===== config.mk =====
export PLATFORM = sky130hd
export DESIGN_NAME = bounded_stack_with_max
export DESIGN_NICKNAME = d
export VERILOG_FILES = /design/src/rtl/bsm_pkg.sv /design/src/rtl/bsm_ram.sv /design/src/rtl/bsm_front.sv /design/src/rtl/bsm_back.sv /design/src/rtl/bounded_stack_with_max.sv
export VERILOG_INCLUDE_DIRS = /design/src /design/src/rtl
export SDC_FILE = /design/constraint.sdc
export NUM_CORES = 1
export LEC_CHECK = 0
export BUFFER_PORTS_ARGS = -buffer_cell sky130_fd_sc_hd__buf_2
export CORE_MARGIN = 5
export CORE_UTILIZATION = 40
export CTS_BUF_LIST = sky130_fd_sc_hd__clkbuf_16
export CTS_CLUSTER_DIAMETER = 150
export DETAILED_ROUTE_END_ITERATION = 7
export PLACE_DENSITY = 0.61
export SYNTH_ARGS = -nofsm -noshare
export SYNTH_HDL_FRONTEND = slang
export SYNTH_HIERARCHICAL = 1
export SYNTH_SLANG_ARGS = --single-unit
export TNS_END_PERCENT = 10

===== constraint.sdc =====
create_clock -name clock -period 5.16 [get_ports clock]
set_clock_uncertainty 0.1 [all_clocks]
set_input_delay 1.29 -clock clock [delete_from_list [all_inputs] [get_ports clock]]
set_output_delay 1.29 -clock clock [all_outputs]
set_load 0.005 [all_outputs]

===== src/rtl/bounded_stack_with_max_defines.svh =====
// assertion macros for the bounded stack with running maximum
// included by the modules that carry concurrent checks; no other dependencies
`ifndef BOUNDED_STACK_WITH_MAX_DEFINES_SVH
`define BOUNDED_STACK_WITH_MAX_DEFINES_SVH
`ifndef SYNTH
// check that is skipped while reset is high
`define BSM_ASSERT(label, clk, rst, prop) \
   label: assert property (@(posedge clk) disable iff (rst) (prop)) \
      else $error("bounded stack check failed");
// check that also holds while reset is high
`define BSM_ASSERT_ALWAYS(label, clk, prop) \
   label: assert property (@(posedge clk) (prop)) \
      else $error("bounded stack check failed");
`else
`define BSM_ASSERT(label, clk, rst, prop)
`define BSM_ASSERT_ALWAYS(label, clk, prop)
`endif
`endif


===== src/rtl/bsm_pkg.sv =====
// shared constants, types and codes of the bounded stack with running maximum
// no dependencies; imported by bsm_front, bsm_back and the top level, not by bsm_ram
package bsm_pkg;

   // stack geometry
   localparam int DEPTH     = 16;
   localparam int WORD_BITS = 32;
   localparam int CNT_BITS  = $clog2(DEPTH + 1);
   localparam int IDX_BITS  = (DEPTH > 1) ? $clog2(DEPTH) : 1;

   // command queue between front and back
   localparam int QDEPTH    = 2;
   localparam int QPTR_BITS = (QDEPTH > 1) ? $clog2(QDEPTH) : 1;
   localparam int QCNT_BITS = $clog2(QDEPTH + 1);

   // command codes
   typedef enum logic [1:0] {
      OP_PUSH = 2'd0,
      OP_POP  = 2'd1,
      OP_MAX  = 2'd2,
      OP_DUMP = 2'd3
   } op_type;

   // result status codes
   typedef enum logic [1:0] {
      STAT_OK        = 2'd0,
      STAT_OVERFLOW  = 2'd1,
      STAT_UNDERFLOW = 2'd2,
      STAT_EMPTY     = 2'd3
   } status_type;

   // decoded command as it travels through the queue
   typedef struct packed {
      op_type               op;
      logic [WORD_BITS-1:0] value;
   } cmd_type;

endpackage


===== src/rtl/bsm_ram.sv =====
// generic single-port-write, single-port-read ram with registered read data
// no dependencies
module bsm_ram #(
   parameter int  WIDTH     = 32,
   parameter int  DEPTH     = 16,
   localparam int ADDR_BITS = (DEPTH > 1) ? $clog2(DEPTH) : 1
) (
   input  logic                 clock,
   input  logic                 wr_en,
   input  logic [ADDR_BITS-1:0] wr_addr,
   input  logic [WIDTH-1:0]     wr_data,
   input  logic                 rd_en,
   input  logic [ADDR_BITS-1:0] rd_addr,
   output logic [WIDTH-1:0]     rd_data
);

   logic [WIDTH-1:0] mem_ff [DEPTH];
   logic [WIDTH-1:0] rd_data_ff;

   // write port and registered read port, read data holds without rd_en
   always_ff @(posedge clock) begin
      if (wr_en) begin
         mem_ff[wr_addr] <= wr_data;
      end
      if (rd_en) begin
         rd_data_ff <= mem_ff[rd_addr];
      end
   end

   assign rd_data = rd_data_ff;

endmodule


===== src/rtl/bsm_front.sv =====
// front end: accepts command transactions, decodes them and queues them
// depends on bsm_pkg and bounded_stack_with_max_defines.svh
`include "bounded_stack_with_max_defines.svh"
module bsm_front (
   input  logic                 clock,
   input  logic                 reset,
   input  logic                 req_valid,
   output logic                 req_stall,
   input  logic [1:0]           req_kind,
   input  logic signed [31:0]   req_push_value,
   output logic                 q_valid,
   input  logic                 q_pop,
   output bsm_pkg::cmd_type     q_cmd
);
   import bsm_pkg::*;

   cmd_type              slot_ff [QDEPTH];
   cmd_type              dec_cmd;
   logic [QPTR_BITS-1:0] wr_ptr_ff, wr_ptr_in;
   logic [QPTR_BITS-1:0] rd_ptr_ff, rd_ptr_in;
   logic [QCNT_BITS-1:0] q_count_ff, q_count_in;
   logic                 q_push;

   // decode: command code and word at stored width
   always_comb begin
      dec_cmd.op    = op_type'(req_kind);
      dec_cmd.value = WORD_BITS'(req_push_value);
   end

   // queue handshake
   assign req_stall = (q_count_ff == QCNT_BITS'(QDEPTH));
   assign q_push    = req_valid && !req_stall;
   assign q_valid   = (q_count_ff != '0);
   assign q_cmd     = slot_ff[rd_ptr_ff];

   // pointer and occupancy update
   always_comb begin
      wr_ptr_in  = wr_ptr_ff;
      rd_ptr_in  = rd_ptr_ff;
      q_count_in = q_count_ff;
      if (q_push) begin
         wr_ptr_in = (wr_ptr_ff == QPTR_BITS'(QDEPTH - 1)) ? '0 : wr_ptr_ff + 1'b1;
      end
      if (q_pop) begin
         rd_ptr_in = (rd_ptr_ff == QPTR_BITS'(QDEPTH - 1)) ? '0 : rd_ptr_ff + 1'b1;
      end
      case ({q_push, q_pop})
         2'b10:   q_count_in = q_count_ff + 1'b1;
         2'b01:   q_count_in = q_count_ff - 1'b1;
         default: q_count_in = q_count_ff;
      endcase
   end

   // queue control state
   always_ff @(posedge clock) begin
      if (reset) begin
         wr_ptr_ff  <= '0;
         rd_ptr_ff  <= '0;
         q_count_ff <= '0;
      end else begin
         wr_ptr_ff  <= wr_ptr_in;
         rd_ptr_ff  <= rd_ptr_in;
         q_count_ff <= q_count_in;
      end
   end

   // queue slots
   always_ff @(posedge clock) begin
      if (q_push) begin
         slot_ff[wr_ptr_ff] <= dec_cmd;
      end
   end

   `BSM_ASSERT(a_queue_bounded, clock, reset, q_count_ff <= QCNT_BITS'(QDEPTH))
   `BSM_ASSERT(a_no_pop_when_empty, clock, reset, q_pop |-> q_count_ff != '0)
   `BSM_ASSERT(a_push_fills, clock, reset,
      (q_push && !q_pop) |=> q_count_ff == $past(q_count_ff) + 1'b1)

endmodule


===== src/rtl/bsm_back.sv =====
// back end: executes queued commands on the entry ram and running-max stack
// depends on bsm_pkg, bsm_ram and bounded_stack_with_max_defines.svh
`include "bounded_stack_with_max_defines.svh"
module bsm_back (
   input  logic                 clock,
   input  logic                 reset,
   input  logic                 q_valid,
   output logic                 q_pop,
   input  bsm_pkg::cmd_type     q_cmd,
   output logic                 rsp_valid,
   input  logic                 rsp_stall,
   output logic [1:0]           rsp_status,
   output logic signed [31:0]   rsp_result_value,
   output logic                 rsp_last,
   output logic [4:0]           rsp_fill_count
);
   import bsm_pkg::*;

   typedef enum logic {
      S_RUN  = 1'b0,
      S_DUMP = 1'b1
   } state_type;

   state_type                    state_ff, state_in;
   logic [CNT_BITS-1:0]          count_ff, count_in;
   logic [IDX_BITS-1:0]          idx_ff, idx_in;
   logic signed [WORD_BITS-1:0]  max_ff [DEPTH];

   logic                         rsp_valid_ff, rsp_valid_in;
   status_type                   rsp_status_ff, rsp_status_in;
   logic signed [WORD_BITS-1:0]  rsp_word_ff, rsp_word_in;
   logic                         rsp_last_ff, rsp_last_in;
   logic [CNT_BITS-1:0]          rsp_count_ff;
   logic                         rsp_load;

   logic                         adv;
   logic                         is_empty, is_full;
   logic [IDX_BITS-1:0]          top_idx, push_idx;
   logic signed [WORD_BITS-1:0]  cmd_value, top_max, new_max, dump_word;
   logic                         wr_en, rd_en;
   logic [IDX_BITS-1:0]          rd_addr;
   logic [WORD_BITS-1:0]         rd_data;

   // entry store
   bsm_ram #(
      .WIDTH (WORD_BITS),
      .DEPTH (DEPTH)
   ) u_entry_ram (
      .clock   (clock),
      .wr_en   (wr_en),
      .wr_addr (push_idx),
      .wr_data (q_cmd.value),
      .rd_en   (rd_en),
      .rd_addr (rd_addr),
      .rd_data (rd_data)
   );

   // stack status and running maximum
   assign adv       = !rsp_valid_ff || !rsp_stall;
   assign is_empty  = (count_ff == '0);
   assign is_full   = (count_ff == CNT_BITS'(DEPTH));
   assign top_idx   = IDX_BITS'(count_ff - 1'b1);
   assign push_idx  = IDX_BITS'(count_ff);
   assign cmd_value = q_cmd.value;
   assign dump_word = rd_data;
   assign top_max   = max_ff[top_idx];
   assign new_max   = (is_empty || (cmd_value > top_max)) ? cmd_value : top_max;
   assign q_pop     = (state_ff == S_RUN) && q_valid && adv;
   assign rsp_load  = adv && rsp_valid_in;

   // command execution and dump sequencing
   always_comb begin
      state_in      = state_ff;
      count_in      = count_ff;
      idx_in        = idx_ff;
      rsp_valid_in  = adv ? 1'b0 : rsp_valid_ff;
      rsp_status_in = STAT_OK;
      rsp_word_in   = '0;
      rsp_last_in   = 1'b1;
      wr_en         = 1'b0;
      rd_en         = 1'b0;
      rd_addr       = idx_ff;
      case (state_ff)
         S_RUN: begin
            if (q_pop) begin
               rsp_valid_in = 1'b1;
               case (q_cmd.op)
                  OP_PUSH: begin
                     if (is_full) begin
                        rsp_status_in = STAT_OVERFLOW;
                     end else begin
                        wr_en    = 1'b1;
                        count_in = count_ff + 1'b1;
                     end
                  end
                  OP_POP: begin
                     if (is_empty) begin
                        rsp_status_in = STAT_UNDERFLOW;
                     end else begin
                        count_in = count_ff - 1'b1;
                     end
                  end
                  OP_MAX: begin
                     if (is_empty) begin
                        rsp_status_in = STAT_EMPTY;
                     end else begin
                        rsp_word_in = top_max;
                     end
                  end
                  OP_DUMP: begin
                     if (is_empty) begin
                        rsp_status_in = STAT_EMPTY;
                     end else begin
                        // fetch the bottom entry, results follow from the dump state
                        rsp_valid_in = 1'b0;
                        state_in     = S_DUMP;
                        idx_in       = '0;
                        rd_en        = 1'b1;
                        rd_addr      = '0;
                     end
                  end
                  default: begin
                     rsp_status_in = STAT_OK;
                  end
               endcase
            end
         end
         S_DUMP: begin
            if (adv) begin
               rsp_valid_in = 1'b1;
               rsp_word_in  = dump_word;
               rsp_last_in  = (idx_ff == top_idx);
               if (idx_ff == top_idx) begin
                  state_in = S_RUN;
               end else begin
                  idx_in  = idx_ff + 1'b1;
                  rd_en   = 1'b1;
                  rd_addr = idx_ff + 1'b1;
               end
            end
         end
         default: begin
            state_in = S_RUN;
         end
      endcase
   end

   // control state
   always_ff @(posedge clock) begin
      if (reset) begin
         state_ff     <= S_RUN;
         count_ff     <= '0;
         idx_ff       <= '0;
         rsp_valid_ff <= 1'b0;
      end else begin
         state_ff     <= state_in;
         count_ff     <= count_in;
         idx_ff       <= idx_in;
         rsp_valid_ff <= rsp_valid_in;
      end
   end

   // running-max stack and result payload
   always_ff @(posedge clock) begin
      if (wr_en) begin
         max_ff[push_idx] <= new_max;
      end
      if (rsp_load) begin
         rsp_status_ff <= rsp_status_in;
         rsp_word_ff   <= rsp_word_in;
         rsp_last_ff   <= rsp_last_in;
         rsp_count_ff  <= count_in;
      end
   end

   // result transaction ports
   assign rsp_valid        = rsp_valid_ff;
   assign rsp_status       = rsp_status_ff;
   assign rsp_result_value = 32'(rsp_word_ff);
   assign rsp_last         = rsp_last_ff;
   assign rsp_fill_count   = 5'(rsp_count_ff);

   `BSM_ASSERT(a_dump_not_empty, clock, reset, (state_ff == S_DUMP) |-> !is_empty)
   `BSM_ASSERT(a_inner_result_in_dump, clock, reset,
      (rsp_valid_ff && !rsp_last_ff) |-> (state_ff == S_DUMP))
   `BSM_ASSERT(a_dump_keeps_count, clock, reset,
      (state_ff == S_DUMP) |=> (count_ff == $past(count_ff)))

endmodule


===== src/rtl/bounded_stack_with_max.sv =====
// top level of the bounded stack of signed words with running maximum
// depends on bsm_pkg, bsm_front, bsm_back and bsm_ram
//
// usage:
//   req channel: one command transaction per accepted req_valid with req_stall
//   low; req_kind selects push, pop, max query or dump, req_push_value is
//   the word for a push.
//   rsp channel: one result transaction per accepted rsp_valid with rsp_stall
//   low; rsp_status, rsp_result_value, rsp_last and rsp_fill_count.
//   push, pop and max give one result with rsp_last set; a dump gives one
//   result per stored entry, bottom first, rsp_last on the top entry, or a
//   single empty result when nothing is stored.
// order: an accepted command waits in the queue, the back end pops and executes it
//   and registers its result; dump results come from registered entry ram reads.
// throughput: one push, pop or max per cycle while rsp_stall is low, set by the
//   back end executing one queued command per cycle; during a dump the back end
//   takes no new command until the top entry result is loaded, one ram read per entry.
// reset: synchronous, clears the stack to empty and drops queued commands.
// stall: a stalled result holds its register; the back end waits and the
//   two-entry command queue keeps accepting until it is full, then req_stall.
module bounded_stack_with_max (
   input  logic                 clock,
   input  logic                 reset,
   input  logic                 req_valid,
   output logic                 req_stall,
   input  logic [1:0]           req_kind,
   input  logic signed [31:0]   req_push_value,
   output logic                 rsp_valid,
   input  logic                 rsp_stall,
   output logic [1:0]           rsp_status,
   output logic signed [31:0]   rsp_result_value,
   output logic                 rsp_last,
   output logic [4:0]           rsp_fill_count
);
   import bsm_pkg::*;

   logic    q_valid;
   logic    q_pop;
   cmd_type q_cmd;

   // accept and decode command transactions
   bsm_front u_front (
      .clock          (clock),
      .reset          (reset),
      .req_valid      (req_valid),
      .req_stall      (req_stall),
      .req_kind       (req_kind),
      .req_push_value (req_push_value),
      .q_valid        (q_valid),
      .q_pop          (q_pop),
      .q_cmd          (q_cmd)
   );

   // execute commands and drive results
   bsm_back u_back (
      .clock            (clock),
      .reset            (reset),
      .q_valid          (q_valid),
      .q_pop            (q_pop),
      .q_cmd            (q_cmd),
      .rsp_valid        (rsp_valid),
      .rsp_stall        (rsp_stall),
      .rsp_status       (rsp_status),
      .rsp_result_value (rsp_result_value),
      .rsp_last         (rsp_last),
      .rsp_fill_count   (rsp_fill_count)
   );

endmodule


==> reports/qor.log, run 1 <==
qor: final_layout.utilization 46.3%
qor: clock_tree.cts_tree done
qor: logic_synthesis.synth_fa_ha_area_share 1.06%
qor: logic_synthesis.netlist.area_leader.share 76.2%
qor: worst_hold_path.min_path_cells 2
qor: floorplan.floorplan.die_area 0.122 mm²
qor: sta.max-slew-margin-rel 38.5%
qor: sta.maxSlewViolCount 0
qor: sta.timing_hold_violations_final 0
qor: sta.tightestPinTransition 0.923 ns
qor: detailed_routing.drt-vias-per-instance 5.62
qor: setup_path.ff_to_ff_setup_slack 0.19 ns
qor: setup_path.timing_worst_setup_path_type flop to flop
qor: worst_hold_path.min_path_type flop to flop
qor: grt.grt_residual_overflow 0
qor: logic_synthesis.yosys.area.top_type edfxtp_1
qor: setup_path.launch_point_of_the_worst_reg_to_reg_path u_back/count_ff[0]
qor: floorplan.chipHeight 349 µm
qor: logic_synthesis.ys_ff_latch 1180
qor: clock_tree.clk_latency 0.69 ns
qor: grt.global_route.usage.total 18.2%
qor: floorplan.die_w 349 µm
qor: setup_path.timing.critical_path.arrival 5.27 ns
qor: logic_synthesis.synthesis.area_per_instance 22.5 µm²
qor: setup_path.r2r.worst_path.cells 14
qor: logic_synthesis.post_synth_inst_count 2042
qor: final_layout.mostFrequentLayoutCells edfxtp_1 (1164), mux4_2 (288), clkbuf_16 (120)
qor: clock_tree.cts_buffer_depth 3
qor: place.dpl.hpwl 63700 µm
qor: logic_synthesis.postSynth.asyncResetShare 0%
qor: logic_synthesis.synth_sequential_area_ratio 76.9%
qor: clock_tree.cts_made_buffers 116
qor: final_layout.final_layout_size_suffix_gt1_share 32.1%
qor: grt.first_global_vias 22608
qor: sta.period_needed 4.97 ns
qor: place.globalplace.congestion 0.780
qor: clock_tree.tritoncts_num_sinks 1180
qor: setup_path.worst_ep_required_time 5.46 ns
qor: grt.largest_net_degree_at_the_start_of_global_routing 56
qor: final_layout.total_nets_final 2310
qor: power_and_ir_drop.peakVddDrop 0.317 mV
qor: logic_synthesis.net_count_synth 2119
qor: logic_synthesis.synthXorXnorAreaFrac 0.273%
qor: sta.setup_total_negative_slack 0 ns
qor: sta.rsz0062_at_grt false
qor: detailed_routing.antenna_left 0
qor: logic_synthesis.ys_warn_count 6
qor: logic_synthesis.synth_compound_gate_area_share 2.44%
qor: setup_path.worst_setup_path_start_kind flop
qor: detailed_routing.dr_total_vias 21656
qor: clock_tree.clock-root-buffer clkbuf_16
qor: clock_tree.cts-htree-levels 3
qor: setup_path.critical_path.endpoint_type flop
qor: clock_tree.clkTransAtPathRegs 0.06 ns
qor: final_layout.area_growth 15.2%
qor: floorplan.design.portCount 80
qor: logic_synthesis.synthSimpleGateAreaFrac 1.83%
qor: setup_path.worst-path-max-fanout 17
qor: final_layout.mostFrequentLayoutCell edfxtp_1
qor: detailed_routing.dr.pass1.iters 6
qor: place.detailed_place.area 0.0489 mm²
qor: power_and_ir_drop.leakage 0.0167 µW
qor: logic_synthesis.synth_enable_flop_cells 1164
qor: power_and_ir_drop.areal_power_density_over_the_cells 516 mW/mm²
qor: floorplan.floorplan.initialDensity 40.2%
qor: detailed_routing.totalWireLength 111000 µm
qor: final_layout.finish.instance_area 0.0529 mm²
qor: logic_synthesis.synth_area_leaders edfxtp_1 (76%), mux4_2 (14%), a22oi_1 (1.1%)
qor: floorplan.placement_rows 124
qor: sta.fmax 201 MHz
qor: logic_synthesis.synth.cell_area 0.0459 mm²
qor: grt.antenna_found_initial 8
qor: logic_synthesis.synth_top_family_by_area multiplexers
qor: place.port_buffers 79
qor: run.max_cap_viol_count 0
qor: detailed_routing.detail_route.drc_violations 0
qor: status.outcome finished, final reports clean
qor: logic_synthesis.synthMuxAreaShare 16.1%
qor: sta.post-route-period-util 96.4%
qor: worst_hold_path.min_to u_front/wr_ptr_ff
qor: logic_synthesis.yosys_most_used_dff edfxtp_1
qor: sta.setup-violations-final 0
qor: grt.grt_first_pass_wirelength 160000 µm
qor: floorplan.core 0.114 mm²
qor: detailed_routing.drt-wirelength-per-cell 28.9 µm
qor: detailed_routing.detailedRoute.firstIterationViolations 2212
qor: worst_hold_path.holdCritStartpoint u_front/wr_ptr_ff
qor: setup_path.timing.rr.end u_back/max_ff[2][25]
qor: logic_synthesis.netlist-cell-type-count 59
[repair_timing]
action	CTS	global route
resized for setup	1	2
buffers inserted	0	1
hold buffers	0	0
pin swaps	0	1
hold endpoints to repair	0	0
cloned	0	0
setup endpoints to repair	183	409
[flip-flops by register name, summed over array words and instances, names as in the netlist, 2 cells and up, named ones only]
register and cells:
u_back/idx_ff 4, u_front/q_count_ff 2, u_back/count_ff 5, u_back/rsp_status 2, u_back/rsp_fill_count 5, u_back/rsp_result_value 32
u_back/u_entry_ram/mem_ff 512, u_back/max_ff 512, u_back/u_entry_ram/rd_data 32, u_front/slot_ff 68
[where the power goes]
| part | leakage [µW] | total, µW | switching (µW) | internal (µW) |
|---|---|---|---|---|
| Sequential | 0.0107 | 12200 | 143 | 12000 |
| Combinational | 0.00405 | 6570 | 3950 | 2620 |
| Clock | 0.00199 | 8560 | 3520 | 5040 |
[cell families after synthesis]
kind of cell / count (synthesis)
flops: 1180
mux: 357
simple gates: 165
compound gates: 148
buf+inv: 142
fa+ha+maj: 39
xor+xnor: 11
[Yosys cell counts, drive strengths merged (9+ instances only)]
| library cell | number |
|---|---|
| ha | 39 |
| buf | 55 |
| nand2 | 56 |
| a22o | 33 |
| inv | 44 |
| a22oi | 65 |
| mux4 | 288 |
| and2 | 21 |
| nand3 | 9 |
| a21oi | 17 |
| dfxtp | 16 |
| and3 | 10 |
| o21ai | 12 |
| nor3 | 10 |
| edfxtp | 1164 |
| nor2 | 28 |
| mux2 | 66 |
| clkbuf | 43 |
[through the flow]
| stage | hold slack [ns] | power [µW] | setup WS [ns] | std cells |
|---|---|---|---|---|
| detailed placement | 0.391 | 18900 | -0.0729 | 3626 |
| global route | 0.450 | 28400 | 0.0177 | 3844 |
| finish | 0.421 | 27300 | 0.187 | 3852 |
| global placement | 0.370 | 18700 | 0.0834 | 3626 |
| CTS | 0.398 | 27500 | 0.0170 | 3843 |
| floorplan | 0.352 | 16500 | 0.0624 | 2042 |
[area by class of cell]
cell class                      instances  area, µm²
Clock inverter                         97        896
Tap cell                             1512       1890
Fill cell                            9373      61300
Multi-Input combinational cell        720      10200
Antenna cell                            8       20.0
Sequential cell                      1180      35300
Clock buffer                          120       3000
Timing Repair Buffer                  171       1420
Inverter                               44        165
[worst max-delay path by stage]
stage	startpoint	endpoint	slack, ns	cells past startpoint
floorplan	u_back/count_ff[0]	u_back/max_ff[0][10]	0.06	18
global placement	u_back/count_ff[0]	u_back/max_ff[3][30]	0.08	14
detailed placement	u_back/count_ff[0]	u_back/max_ff[7][25]	-0.07	14
CTS	u_back/count_ff[0]	u_back/max_ff[11][31]	0.02	15
global route	u_back/count_ff[0]	u_back/max_ff[5][26]	0.02	12
finish	u_back/count_ff[0]	u_back/max_ff[2][25]	0.19	14
[routing by layer]
layer | part of all wire (%) | track usage (%)
met1 | 41 | 25.1
met2 | 50 | 30.1
met3 | 7.5 | 3.70
met4 | 1.9 | 4.28
met5 | 0.012 | 0
[critical path, cell delays in order (launching register included)]
cell and delay, ns:
dfxtp_4 0.39, inv_1 0.12, ha_4 0.49, buf_12 0.21
mux4_2 0.30, mux4_2 0.53, inv_1 0.09, ha_1 0.24
a21o_1 0.19, a2111oi_1 0.62, buf_4 0.21, o221ai_1 0.16
o211ai_4 0.31, buf_4 0.30, mux2_4 0.41
No activity file was read; power rests on OpenSTA's default activity.
==> run 2: changes to the inputs <==
--- a/config.mk
+++ b/config.mk
@@ -7,12 +7,14 @@
 export NUM_CORES = 1
 export LEC_CHECK = 0
 export BUFFER_PORTS_ARGS = -buffer_cell sky130_fd_sc_hd__buf_2
+export CELL_PAD_IN_SITES_DETAIL_PLACEMENT = 1
+export CELL_PAD_IN_SITES_GLOBAL_PLACEMENT = 1
 export CORE_MARGIN = 5
 export CORE_UTILIZATION = 40
 export CTS_BUF_LIST = sky130_fd_sc_hd__clkbuf_16
 export CTS_CLUSTER_DIAMETER = 150
 export DETAILED_ROUTE_END_ITERATION = 7
-export PLACE_DENSITY = 0.61
+export PLACE_DENSITY = 0.66
 export SYNTH_ARGS = -nofsm -noshare
 export SYNTH_HDL_FRONTEND = slang
 export SYNTH_HIERARCHICAL = 1
==> run 2 against run 1 <==
Compared with the run above:
- non-clock buffer count increased by 7
- hold slack got worse by 0.0034 ns
- clock-buffer cell count decreased by 2
- critical path depth decreased by 2
- fmax increased by 0.22%
- sequential power about the same
- register-to-register slack about the same
- worst setup slack improved by 0.011 ns
==> reports/qor.log, run 2 (same netlist as run 1, synthesis figures left out) <==
qor: clock_tree.cts-htree-levels 3 [unchanged]
qor: floorplan.placement_rows 124 [unchanged]
qor: grt.antenna_found_initial 3 [-5]
qor: detailed_routing.dr.pass1.iters 5 [-1]
qor: final_layout.multi_input_area 0.0102 mm² [about the same]
qor: setup_path.ff_to_ff_setup_slack 0.20 ns [about the same]
qor: final_layout.mostFrequentLayoutCells edfxtp_1 (1164), mux4_2 (288), clkbuf_16 (118)
qor: floorplan.core 0.114 mm² [unchanged]
qor: worst_hold_path.holdCritStartpoint u_front/rd_ptr_ff
qor: sta.tightestPinTransition 1.08 ns [+0.154 ns]
qor: setup_path.max_stage_delay 0.59 ns [-0.03 ns]
qor: power_and_ir_drop.peakVddDrop 0.304 mV [-4.2%]
qor: setup_path.crit_top_cell mux4_2
qor: sta.timing_hold_violations_final 0 [unchanged]
qor: clock_tree.cts_tree done
qor: sta.fmax 202 MHz [+0.22%]
qor: setup_path.worst_path_max_delay_cell mux4_2
qor: setup_path.launch_point_of_the_worst_reg_to_reg_path u_back/count_ff[0]
qor: final_layout.area_growth 14.9%
qor: clock_tree.ctsHoldBuffers 0 [unchanged]
qor: grt.global_route.usage.total 19.0% [+0.77 points]
qor: detailed_routing.detail_route.drc_violations 0 [unchanged]
qor: setup_path.timing.critical_path.arrival 5.26 ns [about the same]
qor: setup_path.worst-path-max-fanout 27 [+10]
qor: worst_hold_path.min_path_cells 2 [unchanged]
qor: run.max_cap_viol_count 0 [unchanged]
qor: sta.max-slew-margin-rel 28.2% [-10 points]
qor: sta.period_needed 4.96 ns [-0.0110 ns]
qor: floorplan.floorplan.die_area 0.122 mm² [unchanged]
qor: sta.fin_hold_ws 0.418 ns [-0.00336 ns]
qor: power_and_ir_drop.leakage 0.0167 µW [-0.20%]
qor: sta.maxSlewViolCount 0 [unchanged]
qor: sta.setup-violations-final 0 [unchanged]
qor: final_layout.fill_cells 10398 [+11%]
qor: setup_path.timing.rr.end u_back/max_ff[8][0]
qor: place.dpl.hpwl 68000 µm [+6.8%]
qor: detailed_routing.totalWireLength 116000 µm [+4.0%]
qor: detailed_routing.drt-wirelength-per-cell 30.1 µm [+4.1%]
qor: final_layout.final_layout_size_suffix_gt1_share 32.5% [+0.43 points]
qor: final_layout.regArea 0.0353 mm² [unchanged]
qor: sta.setup_total_negative_slack 0 ns [unchanged]
qor: setup_path.critical_path.cell_chain buf_4 -> mux4_2 -> mux4_2 -> inv_1 -> ha_1 -> a21oi_1 -> o21ai_0 -> a2111oi_0 -> o221ai_1 -> o211ai_4 -> buf_12 -> mux2_2
qor: floorplan.chipHeight 349 µm [unchanged]
qor: grt.grt_residual_overflow 0 [unchanged]
qor: detailed_routing.detailedRoute.firstIterationViolations 2293 [+3.7%]
qor: final_layout.total_nets_final 2317 [+0.30%]
qor: worst_hold_path.min_path_type flop to flop
qor: setup_path.r2r.worst_path.cells 12 [-2]
qor: place.port_buffers 79 [unchanged]
qor: setup_path.worst_ep_required_time 5.46 ns [about the same]
qor: final_layout.mostFrequentLayoutCell edfxtp_1
qor: detailed_routing.antenna_left 0 [unchanged]
qor: grt.largest_net_degree_at_the_start_of_global_routing 54 [-3.6%]
qor: worst_hold_path.min_to u_front/rd_ptr_ff
qor: sta.post-route-period-util 96.2% [-0.21 points]
qor: clock_tree.clk_latency 0.71 ns [+0.02 ns]
qor: clock_tree.clock-root-buffer clkbuf_16
qor: place.globalplace.congestion 0.744 [-4.6%]
qor: clock_tree.cts_buffer_depth 3 [unchanged]
qor: grt.grt_first_pass_wirelength 167000 µm [+4.0%]
qor: clock_tree.cts_made_buffers 116 [unchanged]
qor: status.outcome finished, final reports clean
qor: setup_path.critical_path.endpoint_type flop
qor: floorplan.floorplan.initialDensity 40.2% [unchanged]
qor: final_layout.reg_top3 u_back/max_ff: 512 flops, u_back/u_entry_ram/mem_ff: 512 flops, u_front/slot_ff: 68 flops
qor: detailed_routing.drt-vias-per-instance 5.65 [+0.43%]
qor: floorplan.design.portCount 80 [unchanged]
qor: power_and_ir_drop.areal_power_density_over_the_cells 515 mW/mm² [-0.31%]
qor: floorplan.die_w 349 µm [unchanged]
qor: grt.first_global_vias 23294 [+3.0%]
qor: clock_tree.clkTransAtPathRegs 0.06 ns [about the same]
qor: setup_path.worst_setup_path_start_kind flop
qor: sta.rsz0062_at_grt false
qor: detailed_routing.dr_total_vias 21737 [+0.37%]
qor: setup_path.timing_worst_setup_path_type flop to flop
qor: clock_tree.tritoncts_num_sinks 1180 [unchanged]
[run 2: cell count changes in the layout (fill, tap and decap cells not counted), moves of 4 or more]
cell        change
clkinv_1       -11
clkinv_2        +8
bufinv_16       -6
buf_4           +5
diode_2         -5
clkinvlp_4      +4
[run 2: metal layers]
metal | vias up | track usage [%] | part of all wire [%]
li1 | 9014 | - | -
met1 | 11780 | 25.0 | 40
met4 | 0 | 4.63 | 2.1
met2 | 783 | 32.6 | 51
met3 | 160 | 3.81 | 6.7
met5 | - | 0 | 0
[run 2: final cells by class]
class	count	share of cell area (%)
flip-flops and latches	1180	66.9
multi-input cells	720	19.3
clock buffers	118	5.60
well taps	1512	3.59
repair buffers	178	2.85
clock inverters	95	1.44
inverters	44	0.313
diodes	3	0.0142
[run 2: worst max-delay path by stage]
| stage | slack (ns) | from | cells after the start | to |
|---|---|---|---|---|
| after floorplan | 0.06 | u_back/count_ff[0] | 18 | u_back/max_ff[0][10] |
| after global placement | 0.16 | u_back/count_ff[0] | 14 | u_back/max_ff[1][0] |
| after detailed placement | 0.14 | u_back/count_ff[0] | 15 | u_back/max_ff[2][0] |
| after CTS | 0.13 | u_back/count_ff[0] | 15 | u_back/max_ff[8][0] |
| after global routing | 0.04 | u_back/count_ff[0] | 12 | u_back/max_ff[7][0] |
| final | 0.20 | u_back/count_ff[0] | 12 | u_back/max_ff[8][0] |
[run 2: stage by stage]
stage	worst slack (ns)	std cells	total power (µW)	util [%]	instance area [µm²]
2_1_floorplan	0.0624	2042	16500	-	45900
3_3_place_gp	0.163	3634	18900	42.9	49000
3_5_place_dp	0.138	3634	19100	42.9	49000
4_1_cts	0.132	3847	27400	46.2	52700
5_1_grt	0.0401	3847	28300	46.2	52700
6_report	0.198	3850	27100	46.2	52700
[run 2: where the power goes]
part / total [µW] / internal, µW / switching (µW)
sequential: 12200 / 12000 / 163
clock: 8220 / 4680 / 3530
combinational: 6750 / 2650 / 4100
[run 2: what timing repair did]
item / CTS / global route
setup endpoints to repair: 0 / 16
gates resized for setup: 0 / 1
setup buffers: 0 / 0
[run 2: worst max-delay path, delay by kind of cell (launching register included)]
family | cells | cell delay (ns)
mux | 3 | 1.59
compound gates | 5 | 1.38
buf+inv | 3 | 0.89
flops | 1 | 0.40
fa+ha+maj | 1 | 0.26
==> run 3: changes to the inputs <==
--- a/config.mk
+++ b/config.mk
@@ -10,11 +10,10 @@
 export CELL_PAD_IN_SITES_DETAIL_PLACEMENT = 1
 export CELL_PAD_IN_SITES_GLOBAL_PLACEMENT = 1
 export CORE_MARGIN = 5
-export CORE_UTILIZATION = 40
-export CTS_BUF_LIST = sky130_fd_sc_hd__clkbuf_16
+export CORE_UTILIZATION = 50
 export CTS_CLUSTER_DIAMETER = 150
 export DETAILED_ROUTE_END_ITERATION = 7
-export PLACE_DENSITY = 0.66
+export PLACE_DENSITY = 0.79
 export SYNTH_ARGS = -nofsm -noshare
 export SYNTH_HDL_FRONTEND = slang
 export SYNTH_HIERARCHICAL = 1
==> run 3 against run 2 <==
Compared with the run above:
- combinational power up 1%
- non-clock buffer count shrank 10
- cell count down 8.7%
- total power up 1.8%
- sequential cell count stayed put
- hold slack worse by 0.0022 ns
- sequential power is essentially flat
- clock power rose by 4.9%
- worst setup slack got worse by 0.077 ns
==> reports/qor.log, run 3 (same netlist as run 1, synthesis figures left out) <==
qor: sta.fin_hold_ws 0.415 ns [-0.00224 ns]
qor: final_layout.finish.instance_area 0.0525 mm² [-0.46%]
qor: final_layout.mostFrequentLayoutCells edfxtp_1 (1164), mux4_2 (288), clkbuf_16 (114)
qor: final_layout.multi_input_area 0.0102 mm² [about the same]
qor: grt.top_usage_layer met2
qor: floorplan.placement_rows 111 [-10%]
qor: setup_path.critical_path.cell_chain inv_1 -> ha_4 -> buf_12 -> mux4_2 -> mux4_2 -> inv_1 -> ha_1 -> nand4_1 -> nor3_2 -> nand3_1 -> or4_4 -> o211ai_4 -> buf_12 -> buf_12 -> mux2_4
qor: setup_path.worst_ep_required_time 5.47 ns [about the same]
qor: final_layout.mostFrequentLayoutCell edfxtp_1
qor: grt.first_global_vias 24172 [+3.8%]
qor: place.detailed_place.area 0.0486 mm² [-0.89%]
qor: status.outcome finished, final reports clean
qor: grt.grt_residual_overflow 0 [unchanged]
qor: final_layout.fill_cells 7631 [-27%]
qor: clock_tree.cts-htree-levels 3 [unchanged]
qor: floorplan.floorplan.initialDensity 50.2% [+10 points]
qor: sta.maxSlewViolCount 0 [unchanged]
qor: grt.grt.met3_usage 5.69% [+1.9 points]
qor: setup_path.r2r.worst_path.cells 15 [+3]
qor: sta.fmax 198 MHz [-1.5%]
qor: detailed_routing.detailedRoute.firstIterationViolations 3109 [+36%]
qor: clock_tree.cts_buffer_depth 3 [unchanged]
qor: floorplan.design.portCount 80 [unchanged]
qor: clock_tree.ctsHoldBuffers 0 [unchanged]
qor: detailed_routing.dr.pass1.iters 6 [+1]
qor: setup_path.timing.rr.end u_back/max_ff[10][11]
qor: setup_path.worst_path_max_delay_cell or4_4
qor: floorplan.core 0.0914 mm² [-20%]
qor: setup_path.ff_to_ff_setup_slack 0.12 ns [-0.08 ns]
qor: clock_tree.clock-root-buffer clkbuf_16
qor: worst_hold_path.min_to u_front/wr_ptr_ff
qor: sta.post-route-period-util 97.6% [+1.5 points]
qor: setup_path.worst_setup_path_start_kind flop
qor: detailed_routing.dr_total_vias 22722 [+4.5%]
qor: setup_path.worst-path-buf-inv 5 [+2]
qor: detailed_routing.drt-vias-per-instance 6.47 [+15%]
qor: clock_tree.clk_latency 0.72 ns [about the same]
qor: power_and_ir_drop.peakVddDrop 0.349 mV [+15%]
qor: floorplan.chipHeight 313 µm [-10%]
qor: worst_hold_path.min_path_cells 2 [unchanged]
qor: clock_tree.cts_tree done
qor: floorplan.floorplan.die_area 0.0979 mm² [-19%]
qor: sta.tightestPinTransition 0.956 ns [-0.121 ns]
qor: setup_path.max_stage_delay 0.59 ns [about the same]
qor: sta.rsz0062_at_grt false
qor: grt.use_met1 31.9% [+6.8 points]
qor: grt.global_route.usage.total 24.4% [+5.4 points]
qor: power_and_ir_drop.areal_power_density_over_the_cells 526 mW/mm² [+2.3%]
qor: setup_path.worst_path_dominant_cell_family multiplexers
qor: detailed_routing.drt-wirelength-per-cell 34.1 µm [+13%]
qor: sta.period_needed 5.04 ns [+0.0766 ns]
qor: run.max_cap_viol_count 0 [unchanged]
qor: sta.setup_total_negative_slack 0 ns [unchanged]
qor: setup_path.timing.critical_path.arrival 5.35 ns [+0.09 ns]
qor: final_layout.final_layout_size_suffix_gt1_share 32.7% [+0.18 points]
qor: setup_path.crit_top_cell buf_12
qor: sta.timing_hold_violations_final 0 [unchanged]
qor: final_layout.reg_top3 u_back/max_ff: 512 flops, u_back/u_entry_ram/mem_ff: 512 flops, u_front/slot_ff: 68 flops
qor: grt.antenna_found_initial 6 [+3]
qor: grt.largest_net_degree_at_the_start_of_global_routing 62 [+15%]
qor: final_layout.utilization 57.4% [+11 points]
qor: clock_tree.tritoncts_num_sinks 1180 [unchanged]
qor: grt.grt_first_pass_wirelength 173000 µm [+3.6%]
qor: setup_path.critical_path.endpoint_type flop
qor: detailed_routing.antenna_left 0 [unchanged]
qor: place.globalplace.congestion 0.785 [+5.5%]
qor: grt.met2_resource_use_gr 41.1% [+8.5 points]
qor: setup_path.worst-path-max-fanout 31 [+15%]
qor: worst_hold_path.min_path_type flop to flop
qor: clock_tree.cts_made_buffers 113 [-2.6%]
qor: final_layout.regArea 0.0353 mm² [unchanged]
qor: setup_path.launch_point_of_the_worst_reg_to_reg_path u_back/count_ff[1]
qor: place.dpl.hpwl 69400 µm [+2.1%]
qor: setup_path.timing_worst_setup_path_type flop to flop
qor: detailed_routing.totalWireLength 120000 µm [+3.5%]
qor: final_layout.area_growth 14.4%
qor: clock_tree.clkTransAtPathRegs 0.07 ns [about the same]
qor: final_layout.total_nets_final 2304 [-0.56%]
qor: worst_hold_path.holdCritStartpoint u_front/wr_ptr_ff
qor: place.port_buffers 79 [unchanged]
qor: sta.setup-violations-final 0 [unchanged]
qor: sta.max-slew-margin-rel 36.2% [+8.1 points]
qor: floorplan.die_w 313 µm [-10%]
qor: detailed_routing.detail_route.drc_violations 0 [unchanged]
qor: final_layout.count_of_antenna_diodes_in_the_layout 0 [-3]
qor: power_and_ir_drop.leakage 0.0166 µW [-0.50%]
-- run 3: cell types whose count changed in the layout (fill, tap and decap cells not counted), moves of 4 or more --
cell        change
clkinv_4        +5
clkbuf_16       -4
buf_12          +4
clkinvlp_4      +6
buf_4          -14
inv_1          -26
clkbuf_1       +16
bufinv_16       +5
-- run 3: cell type report --
class	instances	share of cell area, %
inverters	44	0.315
clock inverters	86	1.89
multi-input cells	720	19.4
well taps	1186	2.83
clock buffers	130	5.55
flip-flops and latches	1180	67.2
repair buffers	168	2.81
-- run 3: metal layers --
layer	wire, µm	up-vias
li1	-	8983
met1	44000	12137
met2	60200	1353
met3	11700	247
met4	3890	2
met5	148	-
-- run 3: repair_timing --
item | CTS | global route
gates resized for setup | 1 | 2
endpoints found under the setup margin | 15 | 289
endpoints found under the hold margin | 0 | 0
setup buffers | 0 | 0
cloned | 0 | 0
-- run 3: worst max-delay path by stage --
stage                             to  slack (ns)  cells after the start          startpoint
2_1_floorplan   u_back/max_ff[0][10]        0.06                     18  u_back/count_ff[0]
3_3_place_gp     u_back/max_ff[9][8]        0.18                     16  u_back/count_ff[0]
3_5_place_dp    u_back/max_ff[0][16]        0.09                     16  u_back/count_ff[0]
6_report       u_back/max_ff[10][11]        0.12                     15  u_back/count_ff[1]
4_1_cts         u_back/max_ff[1][11]        0.05                     15  u_back/count_ff[0]
5_1_grt         u_back/max_ff[1][11]        0.06                     14  u_back/count_ff[0]
-- run 3: where the power goes --
part / internal [µW] / total (µW) / switching, µW
Combinational: 2650 / 6850 / 4200
Sequential: 12000 / 12200 / 142
Clock: 4900 / 8620 / 3720
-- run 3: stage by stage --
stage          instances  total power [µW]  setup slack, ns
3_5_place_dp        3298             19000           0.0936
6_report            3514             27600            0.121
2_1_floorplan       2042             16500           0.0624
4_1_cts             3514             27700           0.0477
3_3_place_gp        3298             18600            0.182
5_1_grt             3514             28600           0.0604
-- run 3: worst min-delay path, delay by kind of cell (launching register included) --
family | cells | cell delay [ns]
flip-flops | 1 | 0.32
AO/OA/AOI/OAI | 2 | 0.15
